**src/hw/rtl/bzss_pkg.sv**
```systemverilog
// shared types, constants and helper functions of the bzip2 signature scanner
package bzss_pkg;

  // counter and length widths
  localparam int LEN_W = 32;
  localparam int CNT_W = 16;

  // window geometry
  localparam int WIN_W  = 48;
  localparam int FILL_W = 3;

  // stream magics
  localparam logic [WIN_W-1:0] MAGIC_BLOCK = 48'h3141_5926_5359;
  localparam logic [WIN_W-1:0] MAGIC_END   = 48'h1772_4538_5090;

  // header characters
  localparam logic [7:0] CHAR_B   = 8'h42;
  localparam logic [7:0] CHAR_Z   = 8'h5a;
  localparam logic [7:0] CHAR_H   = 8'h68;
  localparam logic [7:0] CHAR_ONE  = 8'h31;
  localparam logic [7:0] CHAR_NINE = 8'h39;

  // result item layout
  localparam int OUT_BITS  = 1 + CNT_W + CNT_W + 1 + LEN_W;
  localparam int OUT_W     = ((OUT_BITS + 7) / 8) * 8;
  localparam int IN_W      = 8;

  // scan modes
  typedef enum logic [3:0] {
    MODE_HEADER = 4'b0001,
    MODE_MAGIC  = 4'b0010,
    MODE_SEARCH = 4'b0100,
    MODE_DONE   = 4'b1000
  } mode_t;

  // saturating length add of a small amount
  function automatic logic [LEN_W-1:0] len_add(input logic [LEN_W-1:0] a,
                                              input logic [2:0] n);
    logic [LEN_W:0] sum;
    sum = {1'b0, a} + {{(LEN_W-2){1'b0}}, n};
    return sum[LEN_W] ? {LEN_W{1'b1}} : sum[LEN_W-1:0];
  endfunction

  // saturating counter increment
  function automatic logic [CNT_W-1:0] cnt_inc(input logic [CNT_W-1:0] a);
    return (a == {CNT_W{1'b1}}) ? a : a + {{(CNT_W-1){1'b0}}, 1'b1};
  endfunction

  // member header test, oldest byte in the top bits
  function automatic logic header_ok(input logic [31:0] w);
    return (w[31:24] == CHAR_B) && (w[23:16] == CHAR_Z) && (w[15:8] == CHAR_H) &&
           (w[7:0] >= CHAR_ONE) && (w[7:0] <= CHAR_NINE);
  endfunction

endpackage

```
**src/hw/rtl/bzip2_signature_scanner_top.sv**
```systemverilog
// Latency: the result item is valid in the cycle after the last byte is accepted.
// Throughput: one byte per cycle; the whole window compare, header test and
// saturating counters settle between the state registers and the result register.
// A byte is refused only while a finished result waits at the output.
// Reset: synchronous active-low rst_n clears the scan state and drops out_tvalid;
// after each result the scan state returns to its reset values.
module bzip2_signature_scanner_top (
  input  logic                         clk,
  input  logic                         rst_n,
  input  logic                         in_tvalid,
  output logic                         in_tready,
  input  logic [bzss_pkg::IN_W-1:0]    in_tdata,   // data_byte[7:0]
  input  logic                         in_tlast,   // last_byte
  output logic                         out_tvalid,
  input  logic                         out_tready,
  // found[0], members[16:1], blocks[32:17], all_terminated[33], span_length[65:34]
  output logic [bzss_pkg::OUT_W-1:0]   out_tdata
);

  // scan state
  logic [bzss_pkg::WIN_W-1:0]  win_r;
  logic [bzss_pkg::FILL_W-1:0] fill_r;
  bzss_pkg::mode_t             mode_r;
  logic [bzss_pkg::LEN_W-1:0]  bp_r;
  logic [bzss_pkg::LEN_W-1:0]  cur_r;
  logic [bzss_pkg::CNT_W-1:0]  mem_r;
  logic [bzss_pkg::CNT_W-1:0]  blk_r;
  logic                        all_r;

  // state after one byte
  logic [bzss_pkg::WIN_W-1:0]  win_nxt;
  logic [bzss_pkg::FILL_W-1:0] fill_nxt;
  bzss_pkg::mode_t             mode_nxt;
  logic [bzss_pkg::LEN_W-1:0]  bp_nxt;
  logic [bzss_pkg::LEN_W-1:0]  cur_nxt;
  logic [bzss_pkg::CNT_W-1:0]  mem_nxt;
  logic [bzss_pkg::CNT_W-1:0]  blk_nxt;
  logic                        all_nxt;

  // end of data wrap-up
  logic [bzss_pkg::LEN_W-1:0]  cur_fin;
  logic [bzss_pkg::CNT_W-1:0]  mem_fin;
  logic                        all_fin;
  logic [bzss_pkg::LEN_W-1:0]  span;
  logic [31:0]                 tail_hdr;

  // result register
  logic                        out_valid_r;
  logic [bzss_pkg::OUT_W-1:0]  out_data_r;

  logic in_fire;

  assign in_tready  = !(out_valid_r && !out_tready);
  assign in_fire    = in_tvalid && in_tready;
  assign out_tvalid = out_valid_r;
  assign out_tdata  = out_data_r;

  // per-byte scan step
  always_comb begin
    win_nxt  = win_r;
    fill_nxt = fill_r;
    mode_nxt = mode_r;
    bp_nxt   = bzss_pkg::len_add(bp_r, 3'd1);
    cur_nxt  = cur_r;
    mem_nxt  = mem_r;
    blk_nxt  = blk_r;
    all_nxt  = all_r;
    if (mode_r != bzss_pkg::MODE_DONE) begin
      win_nxt  = {win_r[bzss_pkg::WIN_W-9:0], in_tdata};
      fill_nxt = (fill_r == 3'd6) ? 3'd6 : fill_r + 3'd1;
      case (mode_r)
        bzss_pkg::MODE_HEADER: begin
          if (fill_nxt >= 3'd4) begin
            if (bzss_pkg::header_ok(win_nxt[31:0])) begin
              cur_nxt  = bzss_pkg::len_add(cur_r, 3'd4);
              fill_nxt = 3'd0;
              mode_nxt = bzss_pkg::MODE_MAGIC;
            end else begin
              mode_nxt = bzss_pkg::MODE_DONE;
            end
          end
        end
        bzss_pkg::MODE_MAGIC: begin
          if (fill_nxt == 3'd6) begin
            if (win_nxt == bzss_pkg::MAGIC_BLOCK) begin
              blk_nxt  = bzss_pkg::cnt_inc(blk_r);
              cur_nxt  = bzss_pkg::len_add(cur_r, 3'd6);
              fill_nxt = 3'd0;
              mode_nxt = bzss_pkg::MODE_SEARCH;
            end else if (win_nxt == bzss_pkg::MAGIC_END) begin
              // member closed properly
              cur_nxt  = bzss_pkg::len_add(cur_r, 3'd6);
              fill_nxt = 3'd0;
              mem_nxt  = bzss_pkg::cnt_inc(mem_r);
              mode_nxt = bzss_pkg::MODE_HEADER;
            end else begin
              // unterminated member, retest the oldest bytes as a header
              mem_nxt = bzss_pkg::cnt_inc(mem_r);
              all_nxt = 1'b0;
              if (bzss_pkg::header_ok(win_nxt[47:16])) begin
                cur_nxt  = bzss_pkg::len_add(cur_r, 3'd4);
                fill_nxt = 3'd2;
                mode_nxt = bzss_pkg::MODE_MAGIC;
              end else begin
                mode_nxt = bzss_pkg::MODE_DONE;
              end
            end
          end
        end
        bzss_pkg::MODE_SEARCH: begin
          if (fill_nxt == 3'd6) begin
            if (win_nxt == bzss_pkg::MAGIC_BLOCK) begin
              cur_nxt  = bp_nxt;
              blk_nxt  = bzss_pkg::cnt_inc(blk_r);
              fill_nxt = 3'd0;
            end else if (win_nxt == bzss_pkg::MAGIC_END) begin
              cur_nxt  = bp_nxt;
              mem_nxt  = bzss_pkg::cnt_inc(mem_r);
              fill_nxt = 3'd0;
              mode_nxt = bzss_pkg::MODE_HEADER;
            end else begin
              fill_nxt = 3'd5;
            end
          end
        end
        default: begin
        end
      endcase
    end
  end

  // wrap-up after the last byte
  always_comb begin
    cur_fin  = cur_nxt;
    mem_fin  = mem_nxt;
    all_fin  = all_nxt;
    tail_hdr = (fill_nxt == 3'd5) ? win_nxt[39:8] : win_nxt[31:0];
    case (mode_nxt)
      bzss_pkg::MODE_MAGIC: begin
        mem_fin = bzss_pkg::cnt_inc(mem_nxt);
        all_fin = 1'b0;
        // a pending tail of four or five bytes may hold one more header
        if (fill_nxt >= 3'd4 && bzss_pkg::header_ok(tail_hdr)) begin
          cur_fin = bzss_pkg::len_add(cur_nxt, 3'd4);
          mem_fin = bzss_pkg::cnt_inc(bzss_pkg::cnt_inc(mem_nxt));
        end
      end
      bzss_pkg::MODE_SEARCH: begin
        cur_fin = bp_nxt;
        mem_fin = bzss_pkg::cnt_inc(mem_nxt);
        all_fin = 1'b0;
      end
      default: begin
      end
    endcase
    span = (bp_nxt < bzss_pkg::LEN_W'(4)) ? bp_nxt : cur_fin;
  end

  // scan state registers
  always_ff @(posedge clk) begin
    if (!rst_n) begin
      win_r  <= '0;
      fill_r <= '0;
      mode_r <= bzss_pkg::MODE_HEADER;
      bp_r   <= '0;
      cur_r  <= '0;
      mem_r  <= '0;
      blk_r  <= '0;
      all_r  <= 1'b1;
    end else if (in_fire) begin
      if (in_tlast) begin
        win_r  <= '0;
        fill_r <= '0;
        mode_r <= bzss_pkg::MODE_HEADER;
        bp_r   <= '0;
        cur_r  <= '0;
        mem_r  <= '0;
        blk_r  <= '0;
        all_r  <= 1'b1;
      end else begin
        win_r  <= win_nxt;
        fill_r <= fill_nxt;
        mode_r <= mode_nxt;
        bp_r   <= bp_nxt;
        cur_r  <= cur_nxt;
        mem_r  <= mem_nxt;
        blk_r  <= blk_nxt;
        all_r  <= all_nxt;
      end
    end
  end

  // result valid flag
  always_ff @(posedge clk) begin
    if (!rst_n) begin
      out_valid_r <= 1'b0;
    end else if (in_fire && in_tlast) begin
      out_valid_r <= 1'b1;
    end else if (out_tready) begin
      out_valid_r <= 1'b0;
    end
  end

  // result payload
  always_ff @(posedge clk) begin
    if (in_fire && in_tlast) begin
      out_data_r <= {{(bzss_pkg::OUT_W - bzss_pkg::OUT_BITS){1'b0}},
                     span, all_fin, blk_nxt, mem_fin, (mem_fin != '0)};
    end
  end

  // fill never exceeds the window
  assert property (@(posedge clk) disable iff (!rst_n) fill_r <= 3'd6)
    else $error("window fill out of range");

  // a header is tested as soon as four bytes are pending
  assert property (@(posedge clk) disable iff (!rst_n)
    (mode_r == bzss_pkg::MODE_HEADER) |-> (fill_r < 3'd4))
    else $error("header pending too long");

  // consumed length never passes received length
  assert property (@(posedge clk) disable iff (!rst_n) cur_r <= bp_r)
    else $error("cursor ahead of byte count");

  // last byte yields a result next cycle, other bytes none
  assert property (@(posedge clk) disable iff (!rst_n)
    (in_fire && in_tlast) |=> out_tvalid)
    else $error("missing result after last byte");

  assert property (@(posedge clk) disable iff (!rst_n)
    (in_fire && !in_tlast) |=> !out_tvalid)
    else $error("result without last byte");

  // found flag agrees with member count
  assert property (@(posedge clk) disable iff (!rst_n)
    out_tvalid |-> (out_tdata[0] == (out_tdata[16:1] != '0)))
    else $error("found flag inconsistent");

endmodule
```
**config.mk**
```make
export PLATFORM = sky130hd
export DESIGN_NAME = bzip2_signature_scanner_top
export DESIGN_NICKNAME = d
export VERILOG_FILES = /design/src/hw/rtl/bzss_pkg.sv /design/src/hw/rtl/bzip2_signature_scanner_top.sv
export SDC_FILE = /design/constraint.sdc
export NUM_CORES = 1
export LEC_CHECK = 0
export BUFFER_PORTS_ARGS = -buffer_cell sky130_fd_sc_hd__buf_2
export CAP_MARGIN = 20
export CORE_ASPECT_RATIO = 1.2
export CORE_MARGIN = 5
export CORE_UTILIZATION = 50
export DETAILED_ROUTE_END_ITERATION = 10
export PLACE_DENSITY = 0.67
export SYNTH_ARGS = -nofsm -noshare
export SYNTH_HDL_FRONTEND = slang
export SYNTH_SLANG_ARGS = --single-unit
```
**constraint.sdc**
```tcl
create_clock -name clk -period 7.55 [get_ports clk]
set_input_delay 0.3775 -clock clk [delete_from_list [all_inputs] [get_ports clk]]
set_output_delay 0.3775 -clock clk [all_outputs]
set_load 0.01 [all_outputs]
```
Word-level counts from Yosys, hierarchy flattened
Cells that the tools add are included.
{ "totals": {"reg_bits": 211, "in_bits": 13, "wordCells": 150} }
{ "classes": {"n_eq_ne": 24, "n_reduce_logical": 22, "magnitude_cmp": 9, "muxes": 75, "n_addsub": 9} }
{ "ops": {"columns": ["cell", "n"], "rows": [
  ["$mux W32", 19],
  ["$mux W16", 17],
  ["$add A32 B3 Y33 const B", 3],
  ["$pmux W32 S3", 1],
  ["$mux W40", 2],
  ["$eq A8 B7 Y1 const B", 9],
  ["$add A16 B1 Y16 const B", 4],
  ["$eq A16 B16 Y1 const B", 4],
  ["$pmux W16 S2", 2],
  ["$pmux W32 S2", 1],
  ["$eq A48 B45 Y1 const B", 1],
  ["$eq A48 B46 Y1 const B", 1],
  ["$mux W4", 11],
  ["$mux W3", 12],
  ["$add A32 B1 Y33 const B", 1],
  ["$lt A32 B3 Y1 const B", 1],
  ["$ge A8 B6 Y1 const B", 3],
  ["$le A8 B6 Y1 const B", 3],
  ["$logic_and A1 B1 Y1", 16],
  ["$reduce_bool A16 Y1", 1],
  ["$pmux W4 S3", 1],
  ["$eq A3 B3 Y1 const B", 3],
  ["$pmux W3 S3", 1],
  ["$eq A4 B2 Y1 const B", 2],
  ["9 further kinds", 20]
]} }

Depth between registers and ports, before layout
{ "logic_depth": {"depth_word": 22, "ltp_mapped": 27} }

Least setup slack after synthesis
Ideal clock, no wire load.
{ "synth_path": {"path_type": "reg2reg", "from": "register win_r[9] (netlist bit)", "to": "register out_data_r, in the netlist out_tdata[0] (data pin)", "t_arrival_ns": 6.530, "path_buffers": 3, "path_stages_with_launch": 27, "setup_time_ns": 0.271, "setup_slack_ns": 0.749, "path_cell_list": "dfxtp_1 -> buf_6 -> or4_1 -> or4_4 -> nor4_4 -> a22oi_2 -> buf_2 -> nor2_1 -> xnor2_1 -> inv_1 -> ha_1 -> inv_1 -> nor4_1 -> o221ai_1 -> nor2_1 -> nand3_2 -> buf_1 -> xnor2_1 -> ha_1 -> or4b_1 -> a21oi_2 -> nand4_1 -> or4_1 -> o211ai_1 -> o2111ai_1 -> nor4_1 -> nand4b_1"} }
{ "synth_via": {"elab_chain_cells": 20, "word_cells_on_any_way": 65} }
{ "synth_rtl": {"columns": ["item", "line_no", "source"], "rows": [
  ["start, declared", "bzip2_signature_scanner_top.sv:21", "logic [bzss_pkg::WIN_W-1:0] win_r;"],
  ["start signal, assigned", "bzip2_signature_scanner_top.sv:181", "win_r <= win_nxt;"],
  ["parallel branches: the longest is 18 deep, another holds $add A16 B1 Y16", null, null],
  ["$pmux W16 S2 *", "bzip2_signature_scanner_top.sv:138", "case (mode_nxt)"],
  ["$reduce_bool A16 Y1 *", "bzip2_signature_scanner_top.sv:208", "span, all_fin, blk_nxt, mem_fin, (mem_fin != '0)};"],
  ["end signal, assigned", "bzip2_signature_scanner_top.sv:207", "out_data_r <= {{(bzss_pkg::OUT_W - bzss_pkg::OUT_BITS){1'b0}},"],
  ["end, declared", "bzip2_signature_scanner_top.sv:49", "logic [bzss_pkg::OUT_W-1:0] out_data_r;"]
]} }
Mark *: on every way between the ends.
A chain may end at the register's enable or synchronous reset.

Worst setup path in the final report
{ "layout_path": {"from": "register win_r[9] (netlist bit)", "to": "register out_data_r, in the netlist out_tdata[0] (data pin)"} }
{ "layout_via": {"elab_chain_cells": 20, "word_cells_on_any_way": 65} }
{ "layout_rtl": {"columns": ["item", "line_no", "source"], "rows": [
  ["parallel branches: the longest is 18 deep, another holds $add A16 B1 Y16", null, null],
  ["$pmux W16 S2 *", "bzip2_signature_scanner_top.sv:138", null],
  ["net mem_fin, one bit", "bzip2_signature_scanner_top.sv:42", "logic [bzss_pkg::CNT_W-1:0] mem_fin;"],
  ["$reduce_bool A16 Y1 *", "bzip2_signature_scanner_top.sv:208", null]
]} }
Mark *: on every way through the listed nets, which the timed path passes.

==> results.json <==
{
  "syn_to_final_growth_pct": 10.6,
  "tns_ns": 0,
  "hp-class": "input pin to flip-flop",
  "grt_start_max_net_pins": 77,
  "grt_overflow": 0,
  "timing.fmax_mhz": 140,
  "rsz0062_at_grt": "no",
  "grt_pass1_vias": 15851,
  "wirelength_um": 59300,
  "fin_util_pct": 55.9,
  "synth_area_leaders": "dfxtp_1 (18%), edfxtp_1 (12%), a22oi_1 (5.8%)",
  "die_w_um": 173,
  "synth.cell_area_um2": 15900,
  "worstPathArrival_ns": 7.40,
  "ys_async_sr_fraction_pct": 0,
  "drc": 0,
  "n_antenna_cell": 0,
  "synth_area_leader_cell": "dfxtp_1",
  "yosysSeqAreaShare_pct": 30.8,
  "nets": 2098,
  "skew_ns": 0.0181,
  "vias_per_cell": 6.81,
  "post_drt_wl_per_cell_um": 23.8,
  "cts_tree": "built",
  "syn_inst": 2049,
  "grtUsageTotal_pct": 32.0,
  "drt_iter0_drc": 2100,
  "path_buf_inv": 1,
  "power_leakage_nw": 5.66,
  "hold_viol_final": 0,
  "root_buffer": "clkbuf_16",
  "dr.pass1.iters": 6,
  "peakVddDrop_mv": 0.181,
  "clk_pin_slew_ns": 0.06,
  "maxCapViolCount": 0,
  "final_cells": 2493,
  "crit_path_top_delay_cell": "or4_1",
  "ant_nets": 0,
  "die_y_um": 205,
  "crit_path_end_kind": "flip-flop",
  "fin_crit_ns": 7.13,
  "status": "finished, final reports clean",
  "required_ns": 7.82,
  "synth_ff_type": "dfxtp_1",
  "coreArea_um2": 31400,
  "syn_avg_cell_area_um2": 7.74,
  "path_max_fanout": 9,
  "cp_slowest_stage_delay_ns": 0.59,
  "power_density_nw_per_um2": 144,
  "synth_seq_cells": 211,
  "place_hpwl_um": 43100,
  "htree_levels": 1,
  "cts_buffers": 25,
  "clock_path_buffers": 3,
  "place_inst": 2447,
  "clkLatencyLatePin_ns": 0.54,
  "max_slew_margin_pct": 24.6,
  "synth_edf_count": 66,
  "antenna_found_initial": 1,
  "finalSetupViolations": 0,
  "initial_utilization_pct": 50.6,
  "synth-warning-count": 0,
  "fin_crit_sh_pct": 94.5,
  "crit_chain": "or4_1 -> or4_4 -> or4_1 -> o22ai_2 -> nand3_1 -> nand2_1 -> ha_1 -> inv_1 -> nor4_1 -> o221ai_1 -> nor2_1 -> and3_1 -> mux2_2 -> ha_1 -> or4b_1 -> a21oi_2 -> nand4_1 -> a2111oi_0 -> a31o_1 -> a221oi_1 -> nor4_1 -> nand4b_1",
  "vias": 16984,
  "critPathKind": "flip-flop to flip-flop",
  "critPathTopFamily": "simple AND/OR/NAND/NOR gates",
  "synth_cell_type_count": 105,
  "tightest_slew_ns": 1.13,
  "rows": 71,
  "gp_congestion": 0.982,
  "synth_top_area_share_pct": 18.3,
  "cts_sinks": 211,
  "layout-drive-gt1-share_pct": 12.5,
  "synthTopCellsByCount": "nand2_1 (188), nor2_1 (164), o21ai_0 (146), dfxtp_1 (145), clkbuf_1 (133)",
  "yosysMostFrequentCell": "nand2_1",
  "startpoint_type": "flip-flop",
  "dieArea_um2": 35400,
  "cts_resized": 0,
  "grt_pass1_wl_um": 92300,
  "port_buffers": 80,
  "slew_viol_final": 0,
  "io_pins": 87
}
-- tightest hold or removal path, cell delays in order --
cell and delay [ns]:
buf_2 0.10, a22oi_1 0.07, nor2b_1 0.10
-- cell type report --
class | instances | area [µm²]
tap | 401 | 502
timing repair buffer | 146 | 898
inverter | 34 | 128
clock inverter | 15 | 138
fill | 3042 | 13800
multi-input combinational | 1656 | 10300
sequential | 211 | 4880
clock buffer | 30 | 664
-- what timing repair did --
action / in CTS / in global routing
hold buffers: 0 / 0
setup buffers: 0 / 1
endpoints found under the setup margin: 0 / 1
-- cells by family (layout without fill, tap and decap cells) --
| family | Yosys count | after routing | share of synthesized area, % |
|---|---|---|---|
| xor gates and xnor gates | 83 | 83 | 4.58 |
| adders and majority gates | 11 | 11 | 0.867 |
| AOI/OAI and AO/OA | 604 | 604 | 25.7 |
| buffers and inverters | 187 | 225 | 4.67 |
| other | 1 | 6 | 0.0236 |
| DFF | 211 | 211 | 30.8 |
| muxes | 21 | 21 | 1.45 |
| and+or+nand+nor | 931 | 931 | 31.9 |
-- sequential cells by signal, summed over array words and instances, names as in the netlist --
signal,flops
mem_r,16
bp_r,32
out_tdata,66
all_r,1
fill_r,3
blk_r,16
cur_r,32
mode_r,4
out_tvalid,1
win_r,40
-- final timing paths --
path / startpoint / end / slack [ns] / cells after the start
min reg2reg: all_r$_SDFFE_PN1P_ / all_r$_SDFFE_PN1P_ / 0.49 / 2
max: win_r[9]$_SDFFE_PN0P_ / out_tdata[0]$_DFFE_PP_ / 0.42 / 22
max reg2reg: win_r[9]$_SDFFE_PN0P_ / out_tdata[0]$_DFFE_PP_ / 0.42 / 22
min: in_tdata[4] / win_r[4]$_SDFFE_PN0P_ / 0.15 / 3
-- routing by layer --
metal  routed length [µm]  global-route usage (%)  vias up
met5                   13                       0        -
met4                 3250                    15.6        2
met3                 5290                    5.54      231
met2                26600                    51.3      921
met1                24100                    41.8     8056
li1                     -                       -     7774
-- per-stage QoR --
step	setup WS (ns)	hold WS [ns]	total power [W]	instance area, µm²
floorplan	0.749	0.456	0.00130	15900
global placement	0.669	0.476	0.00135	16700
detailed placement	0.490	0.484	0.00135	16700
CTS	0.555	0.130	0.00254	17500
global route	0.0265	0.183	0.00259	17500
finish	0.416	0.155	0.00252	17500
-- report_power, final --
group / switching, W / internal, W
Combinational: 0.0000939 / 0.0000376
Sequential: 0.00000931 / 0.00119
Clock: 0.000519 / 0.000672
Total: 0.000622 / 0.00190
-- cell usage in the layout, fill, tap and decap left out, types with 24 or more instances in the layout --
cell | netlist | layout
dfxtp_1 | 145 | 145
nor4_1 | 26 | 24
buf_2 | 6 | 79
nand3_1 | 91 | 91
o21ai_0 | 146 | 146
and3_1 | 26 | 26
and2_1 | 39 | 39
nor2b_1 | 117 | 117
xnor2_1 | 50 | 50
nor3_1 | 57 | 57
a31oi_1 | 32 | 32
edfxtp_1 | 66 | 66
a22oi_1 | 122 | 122
inv_1 | 34 | 33
nor2_1 | 164 | 160
a21oi_1 | 101 | 101
buf_4 | 6 | 67
xor2_1 | 33 | 33
clkbuf_16 | 0 | 25
nand4_1 | 67 | 67
nand2_1 | 188 | 187
Note: power is estimated with default switching activity, not from simulation.
